`src/rtl/fscc_pkg.sv`:
```
// ----------------------------------------------------------------------------
// fscc_pkg
// Shared constants, function codes and controller/datapath types for the
// sector buffer cache.
// ----------------------------------------------------------------------------
package fscc_pkg;

  localparam int SLOTS_DEF   = 8;
  localparam int MAX_RESULTS = 8;
  localparam int FUNC_W      = 2;
  localparam int SECTOR_W    = 32;
  localparam int SLOT_W      = 3;
  localparam int FCNT_W      = $clog2(MAX_RESULTS);

  localparam logic [FUNC_W-1:0] FUNC_READ  = 2'd0;
  localparam logic [FUNC_W-1:0] FUNC_WRITE = 2'd1;
  localparam logic [FUNC_W-1:0] FUNC_FLUSH = 2'd2;

  typedef struct packed {
    logic ld_item;
    logic idx_clr;
    logic idx_inc;
    logic sweep_step;
    logic fcnt_clr;
    logic emit_hit;
    logic emit_miss;
    logic emit_flush;
    logic emit_idle;
  } fscc_cmd_t;

  typedef struct packed {
    logic hit_match;
    logic idx_last;
    logic ref_at_hand;
    logic vd_at_idx;
    logic flush_last;
    logic fcnt_zero;
    logic out_free;
  } fscc_sts_t;

  typedef struct packed {
    logic [SLOT_W-1:0]   slot;
    logic                hit;
    logic                write_back;
    logic [SECTOR_W-1:0] write_sector;
    logic [SECTOR_W-1:0] mirror_sector;
    logic                fetch;
    logic                last;
  } fscc_result_t;

endpackage

```
`src/rtl/fscc_if.sv`:
```
// ----------------------------------------------------------------------------
// fscc_if
// Valid/ready channels: access requests in, cache results out.
// ----------------------------------------------------------------------------
interface fscc_in_if;
  import fscc_pkg::*;

  logic                valid;
  logic                ready;
  logic [FUNC_W-1:0]   func;
  logic [SECTOR_W-1:0] sector;

  modport source (output valid, output func, output sector, input ready);
  modport sink   (input valid, input func, input sector, output ready);
endinterface

interface fscc_out_if;
  import fscc_pkg::*;

  logic                valid;
  logic                ready;
  logic [SLOT_W-1:0]   slot;
  logic                hit;
  logic                write_back;
  logic [SECTOR_W-1:0] write_sector;
  logic [SECTOR_W-1:0] mirror_sector;
  logic                fetch;
  logic                last;

  modport source (output valid, output slot, output hit, output write_back,
                  output write_sector, output mirror_sector, output fetch,
                  output last, input ready);
  modport sink   (input valid, input slot, input hit, input write_back,
                  input write_sector, input mirror_sector, input fetch,
                  input last, output ready);
endinterface

```
`src/rtl/fscc_ctrl.sv`:
```
// ----------------------------------------------------------------------------
// fscc_ctrl
// Sequencer for lookup scan, clock sweep, miss fill and flush walk.
// ----------------------------------------------------------------------------
module fscc_ctrl (
  input  logic                       clk,
  input  logic                       rst_n,
  input  logic                       in_valid,
  input  logic [fscc_pkg::FUNC_W-1:0] in_func,
  output logic                       in_ready,
  input  fscc_pkg::fscc_sts_t        sts,
  output fscc_pkg::fscc_cmd_t        cmd
);
  import fscc_pkg::*;

  localparam logic [2:0] ST_IDLE   = 3'd0;
  localparam logic [2:0] ST_LOOKUP = 3'd1;
  localparam logic [2:0] ST_HIT    = 3'd2;
  localparam logic [2:0] ST_SWEEP  = 3'd3;
  localparam logic [2:0] ST_MISS   = 3'd4;
  localparam logic [2:0] ST_FSCAN  = 3'd5;
  localparam logic [2:0] ST_FEMIT  = 3'd6;
  localparam logic [2:0] ST_FIDLE  = 3'd7;

  logic [2:0] state_r;
  logic [2:0] state_nxt;

  assign in_ready = (state_r == ST_IDLE);

  always_comb begin
    state_nxt = state_r;
    cmd       = '0;
    case (state_r)
      ST_IDLE: begin
        if (in_valid) begin
          cmd.ld_item  = 1'b1;
          cmd.idx_clr  = 1'b1;
          cmd.fcnt_clr = 1'b1;
          case (in_func)
            FUNC_READ, FUNC_WRITE: state_nxt = ST_LOOKUP;
            FUNC_FLUSH:            state_nxt = ST_FSCAN;
            default:               state_nxt = ST_IDLE;
          endcase
        end
      end
      ST_LOOKUP: begin
        if (sts.hit_match) begin
          state_nxt = ST_HIT;
        end else if (sts.idx_last) begin
          state_nxt = ST_SWEEP;
        end else begin
          cmd.idx_inc = 1'b1;
        end
      end
      ST_HIT: begin
        if (sts.out_free) begin
          cmd.emit_hit = 1'b1;
          state_nxt    = ST_IDLE;
        end
      end
      ST_SWEEP: begin
        cmd.sweep_step = 1'b1;
        if (!sts.ref_at_hand) begin
          state_nxt = ST_MISS;
        end
      end
      ST_MISS: begin
        if (sts.out_free) begin
          cmd.emit_miss = 1'b1;
          state_nxt     = ST_IDLE;
        end
      end
      ST_FSCAN: begin
        if (sts.vd_at_idx) begin
          state_nxt = ST_FEMIT;
        end else if (sts.idx_last) begin
          state_nxt = sts.fcnt_zero ? ST_FIDLE : ST_IDLE;
        end else begin
          cmd.idx_inc = 1'b1;
        end
      end
      ST_FEMIT: begin
        if (sts.out_free) begin
          cmd.emit_flush = 1'b1;
          if (sts.flush_last) begin
            state_nxt = ST_IDLE;
          end else begin
            cmd.idx_inc = 1'b1;
            state_nxt   = ST_FSCAN;
          end
        end
      end
      ST_FIDLE: begin
        if (sts.out_free) begin
          cmd.emit_idle = 1'b1;
          state_nxt     = ST_IDLE;
        end
      end
      default: state_nxt = ST_IDLE;
    endcase
  end

  always_ff @(posedge clk) begin
    if (!rst_n) begin
      state_r <= ST_IDLE;
    end else begin
      state_r <= state_nxt;
    end
  end

`ifndef ASSERT_OFF
  a_accept_only_idle: assert property (@(posedge clk) disable iff (!rst_n)
    cmd.ld_item |-> (state_r == ST_IDLE))
    else $error("item loaded outside idle");
`endif

endmodule

```
`src/rtl/fscc_dp.sv`:
```
// ----------------------------------------------------------------------------
// fscc_dp
// Tag memory, slot flags, clock hand, scan index and result register.
// ----------------------------------------------------------------------------
module fscc_dp #(
  parameter int SLOTS = fscc_pkg::SLOTS_DEF
) (
  input  logic                         clk,
  input  logic                         rst_n,
  input  fscc_pkg::fscc_cmd_t          cmd,
  output fscc_pkg::fscc_sts_t          sts,
  input  logic [fscc_pkg::FUNC_W-1:0]   in_func,
  input  logic [fscc_pkg::SECTOR_W-1:0] in_sector,
  input  logic                         cfg_wr_en,
  input  logic [fscc_pkg::SECTOR_W-1:0] cfg_wr_data,
  input  logic                         out_ready,
  output logic                         out_valid,
  output fscc_pkg::fscc_result_t       out_res
);
  import fscc_pkg::*;

  localparam int IDX_W = (SLOTS > 1) ? $clog2(SLOTS) : 1;
  localparam logic [IDX_W-1:0] IDX_MAX = IDX_W'(SLOTS - 1);

  logic [SECTOR_W-1:0] tag_mem [SLOTS];
  logic [SECTOR_W-1:0] rd_data_r;

  logic [SECTOR_W-1:0] cfg_offset_r;
  logic [FUNC_W-1:0]   func_r;
  logic [SECTOR_W-1:0] sector_r;

  logic [SLOTS-1:0] valid_r, valid_nxt;
  logic [SLOTS-1:0] ref_r, ref_nxt;
  logic [SLOTS-1:0] dirty_r, dirty_nxt;
  logic [IDX_W-1:0] hand_r, hand_nxt, hand_inc;
  logic [IDX_W-1:0] idx_r, idx_nxt;
  logic [FCNT_W-1:0] fcnt_r, fcnt_nxt;

  logic [SLOTS-1:0] vd;
  logic [SLOTS-1:0] above;
  logic             more_above;
  logic             emit_any;

  logic         out_valid_r;
  fscc_result_t res_r, res_nxt;

  assign vd       = valid_r & dirty_r;
  assign hand_inc = (hand_r == IDX_MAX) ? '0 : hand_r + 1'b1;
  assign emit_any = cmd.emit_hit | cmd.emit_miss | cmd.emit_flush | cmd.emit_idle;

  always_comb begin
    for (int j = 0; j < SLOTS; j++) begin
      above[j] = (IDX_W'(j) > idx_r);
    end
  end
  assign more_above = |(vd & above);

  assign sts.hit_match   = valid_r[idx_r] && (rd_data_r == sector_r);
  assign sts.idx_last    = (idx_r == IDX_MAX);
  assign sts.ref_at_hand = ref_r[hand_r];
  assign sts.vd_at_idx   = vd[idx_r];
  assign sts.flush_last  = (fcnt_r == FCNT_W'(MAX_RESULTS - 1)) || !more_above;
  assign sts.fcnt_zero   = (fcnt_r == '0);
  assign sts.out_free    = !out_valid_r || out_ready;

  always_comb begin
    idx_nxt   = idx_r;
    hand_nxt  = hand_r;
    fcnt_nxt  = fcnt_r;
    valid_nxt = valid_r;
    ref_nxt   = ref_r;
    dirty_nxt = dirty_r;
    if (cmd.idx_clr) begin
      idx_nxt = '0;
    end
    if (cmd.idx_inc) begin
      idx_nxt = idx_r + 1'b1;
    end
    if (cmd.fcnt_clr) begin
      fcnt_nxt = '0;
    end
    if (cmd.sweep_step) begin
      hand_nxt = hand_inc;
      if (ref_r[hand_r]) begin
        ref_nxt[hand_r] = 1'b0;
      end else begin
        idx_nxt = hand_r;
      end
    end
    if (cmd.emit_hit) begin
      ref_nxt[idx_r] = 1'b1;
      if (func_r == FUNC_WRITE) begin
        dirty_nxt[idx_r] = 1'b1;
      end
    end
    if (cmd.emit_miss) begin
      valid_nxt[idx_r] = 1'b1;
      ref_nxt[idx_r]   = 1'b1;
      dirty_nxt[idx_r] = (func_r == FUNC_WRITE);
    end
    if (cmd.emit_flush) begin
      dirty_nxt[idx_r] = 1'b0;
      fcnt_nxt         = fcnt_r + 1'b1;
    end
  end

  always_comb begin
    res_nxt      = '0;
    res_nxt.slot = SLOT_W'(idx_r);
    res_nxt.last = 1'b1;
    if (cmd.emit_hit) begin
      res_nxt.hit = 1'b1;
    end else if (cmd.emit_miss) begin
      res_nxt.fetch      = 1'b1;
      res_nxt.write_back = vd[idx_r];
    end else if (cmd.emit_flush) begin
      res_nxt.write_back = 1'b1;
      res_nxt.last       = sts.flush_last;
    end else begin
      res_nxt.slot = '0;
    end
    if (res_nxt.write_back) begin
      res_nxt.write_sector  = rd_data_r;
      res_nxt.mirror_sector = rd_data_r + cfg_offset_r;
    end
  end

  always_ff @(posedge clk) begin
    if (cmd.emit_miss) begin
      tag_mem[idx_r] <= sector_r;
    end
    rd_data_r <= tag_mem[idx_nxt];
  end

  always_ff @(posedge clk) begin
    if (cmd.ld_item) begin
      func_r   <= in_func;
      sector_r <= in_sector;
    end
    if (emit_any) begin
      res_r <= res_nxt;
    end
  end

  always_ff @(posedge clk) begin
    if (!rst_n) begin
      cfg_offset_r <= '0;
      valid_r      <= '0;
      ref_r        <= '0;
      dirty_r      <= '0;
      hand_r       <= '0;
      idx_r        <= '0;
      fcnt_r       <= '0;
      out_valid_r  <= 1'b0;
    end else begin
      if (cfg_wr_en) begin
        cfg_offset_r <= cfg_wr_data;
      end
      valid_r <= valid_nxt;
      ref_r   <= ref_nxt;
      dirty_r <= dirty_nxt;
      hand_r  <= hand_nxt;
      idx_r   <= idx_nxt;
      fcnt_r  <= fcnt_nxt;
      if (emit_any) begin
        out_valid_r <= 1'b1;
      end else if (out_ready) begin
        out_valid_r <= 1'b0;
      end
    end
  end

  assign out_valid = out_valid_r;
  assign out_res   = res_r;

`ifndef ASSERT_OFF
  a_emit_onehot: assert property (@(posedge clk) disable iff (!rst_n)
    $onehot0({cmd.emit_hit, cmd.emit_miss, cmd.emit_flush, cmd.emit_idle}))
    else $error("more than one result source in a cycle");
  a_no_overwrite: assert property (@(posedge clk) disable iff (!rst_n)
    emit_any |-> (!out_valid_r || out_ready))
    else $error("pending word overwritten");
  a_fill_marks: assert property (@(posedge clk) disable iff (!rst_n)
    cmd.emit_miss |=> (valid_r[$past(idx_r)] && ref_r[$past(idx_r)]))
    else $error("filled slot not valid and referenced");
  a_flush_dirty: assert property (@(posedge clk) disable iff (!rst_n)
    cmd.emit_flush |-> vd[idx_r])
    else $error("flush of a clean slot");
`endif

endmodule

```
`src/rtl/fat_sector_clock_cache.sv`:
```
// ----------------------------------------------------------------------------
// fat_sector_clock_cache
// Write-back sector buffer cache with clock replacement and mirrored FAT
// write-back reporting.
// ----------------------------------------------------------------------------
// Read and write accesses scan the tag memory one slot per cycle from slot 0.
// A miss scans all SLOTS slots, then runs the clock sweep over the reference
// bits, one slot per cycle and at most SLOTS+1 steps, then emits the miss
// result. A flush walks the slots upward and reports each dirty slot, at most
// eight dirty slots, lowest first, or one idle word when no slot is dirty. A
// new word is taken once the sequencer is back in idle; the result register
// holds the previous word until the sink takes it. Function code 3 is accepted
// and dropped without a result.
module fat_sector_clock_cache #(
  parameter int SLOTS = fscc_pkg::SLOTS_DEF
) (
  input  logic                          clk,
  input  logic                          rst_n,
  fscc_in_if.sink                       in_ch,
  fscc_out_if.source                    out_ch,
  input  logic                          cfg_wr_en,
  input  logic [fscc_pkg::SECTOR_W-1:0] cfg_wr_data
);
  import fscc_pkg::*;

  fscc_cmd_t    cmd;
  fscc_sts_t    sts;
  fscc_result_t res;

  fscc_ctrl u_ctrl (
    .clk      (clk),
    .rst_n    (rst_n),
    .in_valid (in_ch.valid),
    .in_func  (in_ch.func),
    .in_ready (in_ch.ready),
    .sts      (sts),
    .cmd      (cmd)
  );

  fscc_dp #(
    .SLOTS (SLOTS)
  ) u_dp (
    .clk         (clk),
    .rst_n       (rst_n),
    .cmd         (cmd),
    .sts         (sts),
    .in_func     (in_ch.func),
    .in_sector   (in_ch.sector),
    .cfg_wr_en   (cfg_wr_en),
    .cfg_wr_data (cfg_wr_data),
    .out_ready   (out_ch.ready),
    .out_valid   (out_ch.valid),
    .out_res     (res)
  );

  assign out_ch.slot          = res.slot;
  assign out_ch.hit           = res.hit;
  assign out_ch.write_back    = res.write_back;
  assign out_ch.write_sector  = res.write_sector;
  assign out_ch.mirror_sector = res.mirror_sector;
  assign out_ch.fetch         = res.fetch;
  assign out_ch.last          = res.last;

endmodule
```
`src/flat_wrapper.sv`:
```
// flat-port wrapper written by rule: the top's interface ports become plain ports
module fat_sector_clock_cache_flat import fscc_pkg::*;
#(
  parameter int SLOTS = fscc_pkg::SLOTS_DEF
)
  (clk, rst_n, cfg_wr_en, cfg_wr_data, in_ch_valid, in_ch_func, in_ch_sector, in_ch_ready, out_ch_valid, out_ch_slot, out_ch_hit, out_ch_write_back, out_ch_write_sector, out_ch_mirror_sector, out_ch_fetch, out_ch_last, out_ch_ready);
  fscc_in_if in_ch_i ();
  fscc_out_if out_ch_i ();
  input  logic clk;
  input  logic rst_n;
  input  logic cfg_wr_en;
  input  logic [fscc_pkg::SECTOR_W-1:0] cfg_wr_data;
  input wire logic [$bits(in_ch_i.valid)-1:0] in_ch_valid;
  input wire logic [$bits(in_ch_i.func)-1:0] in_ch_func;
  input wire logic [$bits(in_ch_i.sector)-1:0] in_ch_sector;
  output wire logic [$bits(in_ch_i.ready)-1:0] in_ch_ready;
  output wire logic [$bits(out_ch_i.valid)-1:0] out_ch_valid;
  output wire logic [$bits(out_ch_i.slot)-1:0] out_ch_slot;
  output wire logic [$bits(out_ch_i.hit)-1:0] out_ch_hit;
  output wire logic [$bits(out_ch_i.write_back)-1:0] out_ch_write_back;
  output wire logic [$bits(out_ch_i.write_sector)-1:0] out_ch_write_sector;
  output wire logic [$bits(out_ch_i.mirror_sector)-1:0] out_ch_mirror_sector;
  output wire logic [$bits(out_ch_i.fetch)-1:0] out_ch_fetch;
  output wire logic [$bits(out_ch_i.last)-1:0] out_ch_last;
  input wire logic [$bits(out_ch_i.ready)-1:0] out_ch_ready;
  assign in_ch_i.valid = in_ch_valid;
  assign in_ch_i.func = in_ch_func;
  assign in_ch_i.sector = in_ch_sector;
  assign in_ch_ready = in_ch_i.ready;
  assign out_ch_valid = out_ch_i.valid;
  assign out_ch_slot = out_ch_i.slot;
  assign out_ch_hit = out_ch_i.hit;
  assign out_ch_write_back = out_ch_i.write_back;
  assign out_ch_write_sector = out_ch_i.write_sector;
  assign out_ch_mirror_sector = out_ch_i.mirror_sector;
  assign out_ch_fetch = out_ch_i.fetch;
  assign out_ch_last = out_ch_i.last;
  assign out_ch_i.ready = out_ch_ready;
  fat_sector_clock_cache #(.SLOTS(SLOTS)) u_core (.clk(clk), .rst_n(rst_n), .in_ch(in_ch_i), .out_ch(out_ch_i), .cfg_wr_en(cfg_wr_en), .cfg_wr_data(cfg_wr_data));
endmodule
```
`config.mk`:
```
export PLATFORM = sky130hd
export DESIGN_NAME = fat_sector_clock_cache_flat
export DESIGN_NICKNAME = d
export VERILOG_FILES = /design/src/rtl/fscc_pkg.sv /design/src/rtl/fscc_if.sv /design/src/rtl/fscc_ctrl.sv /design/src/rtl/fscc_dp.sv /design/src/rtl/fat_sector_clock_cache.sv /design/src/flat_wrapper.sv
export SDC_FILE = /design/constraint.sdc
export NUM_CORES = 1
export LEC_CHECK = 0
export BUFFER_PORTS_ARGS = -buffer_cell sky130_fd_sc_hd__buf_2
export CORE_MARGIN = 10
export CORE_UTILIZATION = 54
export CTS_CLUSTER_DIAMETER = 80
export DETAILED_ROUTE_END_ITERATION = 12
export PLACE_DENSITY = 0.81
export SYNTH_ARGS = -nofsm -noshare
export SYNTH_HDL_FRONTEND = slang
export SYNTH_SLANG_ARGS = --single-unit
```
`constraint.sdc`:
```
create_clock -name clk -period 4.6 [get_ports clk]
set_clock_uncertainty 0.2 [all_clocks]
set_input_delay 0.69 -clock clk [delete_from_list [all_inputs] [get_ports clk]]
set_output_delay 0.69 -clock clk [all_outputs]
set_load 0.01 [all_outputs]
```
==> impl_results.md <==
- Static leakage: 0.00791 uW
- Pwr Density: 607 nW/um2
- Cts hold-fix bufs: 0
- Drc violations: 0
- Class of the worst hold path: input pin to flop
- Yosys cell types: 63
- P&R area growth vs syn: 15.0%
- Count leader, synth: edfxtp_1
- Sequential share of power: 45.2%
- Final net count: 1581
- Syn Area/Cell: 14.6 um2
- Max IR drop VDD: 0.000371 V
- Post-synthesis mux area share: 9.18%
- # port buffers: 143
- Crit start category: flop
- Outcome: complete, no violations
- Cell count along the critical path: 11
- Routed met2 length: 20200 um
- Post-Synth XOR/XNOR Area: 2.71%
- P_int: 9040 uW
- Worst-path clk slew: 60 ps
- Top layer in use: met5
- Via count: 11400
- Num CTS Buffers: 47
- Pre-antenna DRT Iters: 5
- Wirelength, routed: 42800 um
- Initial antenna violation count: 2
- Post-synthesis sequential area ratio: 67.3%
- Total Power: 13300 uW
- Aggregate global routing overflow: 0
- Clk sinks: 462
- TritonCTS clock tree: done
- Combinational share of power: 27.3%
- Number of global-route vias before repair: 11400
- Placer Congestion: 0.912
- Share of cells above drive strength 1: 24.2%
- Die width: 208 um
- Ys flop type: edfxtp_1
- Ys Warns: 0
- Crit Path Category: flop to flop
- Fin. max-slew vios: 0
- Total track usage: 19.2%
- First-pass GRT wire length: 66000 um
- Final setup fails: 0
- RSZ-0062 raised after global routing: no
- DP Wirelength: 27700 um
- CP peak stage delay: 730 ps
- F_max: 0.247 GHz
- DR vias/cell: 5.81
- DR iter-0 viols: 972
- Main combinational cell family by area after synthesis: multiplexers
- Top cells by area, synth: edfxtp_1, dfxtp_1, mux2i_1, mux2_2, nor2_1
- Sw Share: 32.3%
- Average wire per standard cell: 21.8 um
- Most used cell, CP: o22ai_1
- FFs w/ async S/R, synth: 0%
- Simple-gate share of the synthesized area: 7.37%
- Bufs and invs on worst path: 1
- Antenna Cells: 0
- Worst endpoint required time: 4850 ps
- Die H: 208 um
- Crit path time final: 4040 ps
- DIE AREA: 43300 um2
- Rows: 68
- Slew HR: 29.3%
- Max-cap viol count: 0
- CP arrival: 4300 ps
- Yosys top cell area share: 56.7%
- Synthesized cell area: 19100 um2
- Skew-Pair Late Insertion Delay: 570 ps
- Routed length on met1: 18800 um
- Post-CTS setup buffer count: 0
- Complex-gate fraction of the synthesized area: 8.57%
- Cells after Synth: 1310
- Adder-cell share of the synthesized area: 2.72%
- Gates resized, CTS repair: 0
- Syn_nets: 1422
- Synth cell count leaders: edfxtp_1, nor2_1, dfxtp_1, mux2i_1, mux2_2
- Pin count of the biggest net entering global routing: 71
- Core Area: 34700 um2
- Worst Reg-to-Reg Cells: 11
- Sw Pwr: 4300 uW
- FF-to-FF setup slack: 560 ps
- Final setup TNS: 0 ps
- Actual slew at the worst max-slew pin: 1060 ps
- Clock Path Buffers: 3
- Number of flops mapped to enable cells by yosys: 361
- Top fanout value on the critical path: 46
- Synth Register Bits: 462
- Worst-path cell chain: or3_1 -> o22ai_1 -> or4_4 -> a211o_1 -> o21ai_4 -> nand2_1 -> o221ai_4 -> buf_12 -> mux2_2 -> o22ai_1 -> a221oi_2
- Hold depth: 1
- Htree depth: 2
- CP top delay family: compound AO/OA/AOI/OAI gates
- Clk pwr share: 27.5%
- ANT nets after route: 0
- CP max-delay cell: dfxtp_1
- Final Hold Vio Count: 0
- # IOs: 144
- Fin crit share: 87.9%
- Starting Density: 55.0%
- Critical Path End Type: flop
- Area leader, netlist: edfxtp_1
- Root Driver: clkbuf_16
- DR WL met3: 3090 um
==> kinds of logic after synthesis <==
family | Yosys count
compound gates | 207
xor+xnor | 59
fa+ha+maj | 41
buf+inv | 83
flops | 462
mux | 166
simple gates | 292
==> worst paths after layout <==
path,startpoint,endpoint
worst min-delay path,in_ch_sector[28],u_core.u_dp.sector_r[28]
worst max register to register,u_core.u_dp.idx_r[0],u_core.u_dp.rd_data_r[22]
worst min register to register,u_core.u_dp.ref_r[7],u_core.u_dp.ref_r[7]
worst max-delay path,u_core.u_dp.idx_r[0],u_core.u_dp.rd_data_r[22]
==> final cells by class <==
type	instances	area [um2]
inverter	25	93.8
timing repair buffer	168	1040
multi-input combinational	765	5900
clock buffer	68	1310
clock inverter	19	191
fill	2466	12700
sequential	462	12900
tap	455	569
==> registers in the layout, summed over array words and instances, names as in the netlist, 2 cells and up <==
signal / flops
u_core.u_dp.idx_r: 3
u_core.u_dp.sector_r: 32
u_core.u_dp.tag_mem: 256
u_core.u_dp.fcnt_r: 3
u_core.u_dp.cfg_offset_r: 32
u_core.u_dp.rd_data_r: 32
u_core.u_ctrl.state_r: 3
u_core.u_dp.hand_r: 3
u_core.u_dp.dirty_r: 8
u_core.u_dp.valid_r: 8
u_core.u_dp.ref_r: 8
u_core.u_dp.func_r: 2
u_core.u_dp.out_res: 71
==> placed cells by master, fill, tap and decap left out, types with 6 or more instances in the layout <==
cell	synthesis	final
o21ai_0	19	19
xor2_1	49	49
a21o_1	25	25
mux2_2	63	63
clkbuf_16	0	47
ha_1	40	40
clkbuf_1	27	16
buf_12	0	11
a21oi_1	42	41
or2_2	6	6
o22ai_1	36	36
nor3_1	17	16
a31oi_1	10	10
nand2_1	27	27
nand2b_1	10	10
mux2i_1	101	101
inv_1	24	24
dfxtp_1	101	101
nor2_2	0	7
buf_2	9	143
nor2_1	134	125
o221a_2	7	7
nor2b_1	42	41
nor4_1	9	9
edfxtp_1	361	361
nand3_1	18	18
buf_4	10	14
xnor2_1	10	10
a221oi_2	29	29
==> power by group through the flow <==
stage               logic, uW  clock network (uW)  registers [uW]
floorplan                2540                   0            5910
finish                   3640                3660            6030
global route             3980                3890            6090
CTS                      3660                3710            6010
global placement         3550                   0            6060
detailed placement       3640                   0            6090
==> per-layer routing <==
layer | GRT usage, % | vias to the layer above
met2 | 30.5 | 416
met3 | 3.98 | 65
li1 | - | 5270
met5 | 0 | -
met4 | 5.28 | 2
met1 | 26.1 | 5639
==> per-stage QoR <==
stage	hold WS (ps)	util (%)	setup WS, ps	std cells	instance area (um2)
floorplan	249	-	515	1310	19100
global placement	262	59.0	720	1875	20500
detailed placement	282	59.0	609	1875	20500
CTS	72.5	63.3	579	1962	22000
global route	78.7	63.3	365	1962	22000
finish	92.4	63.3	556	1962	22000
No activity file was read; power rests on OpenSTA's default activity.
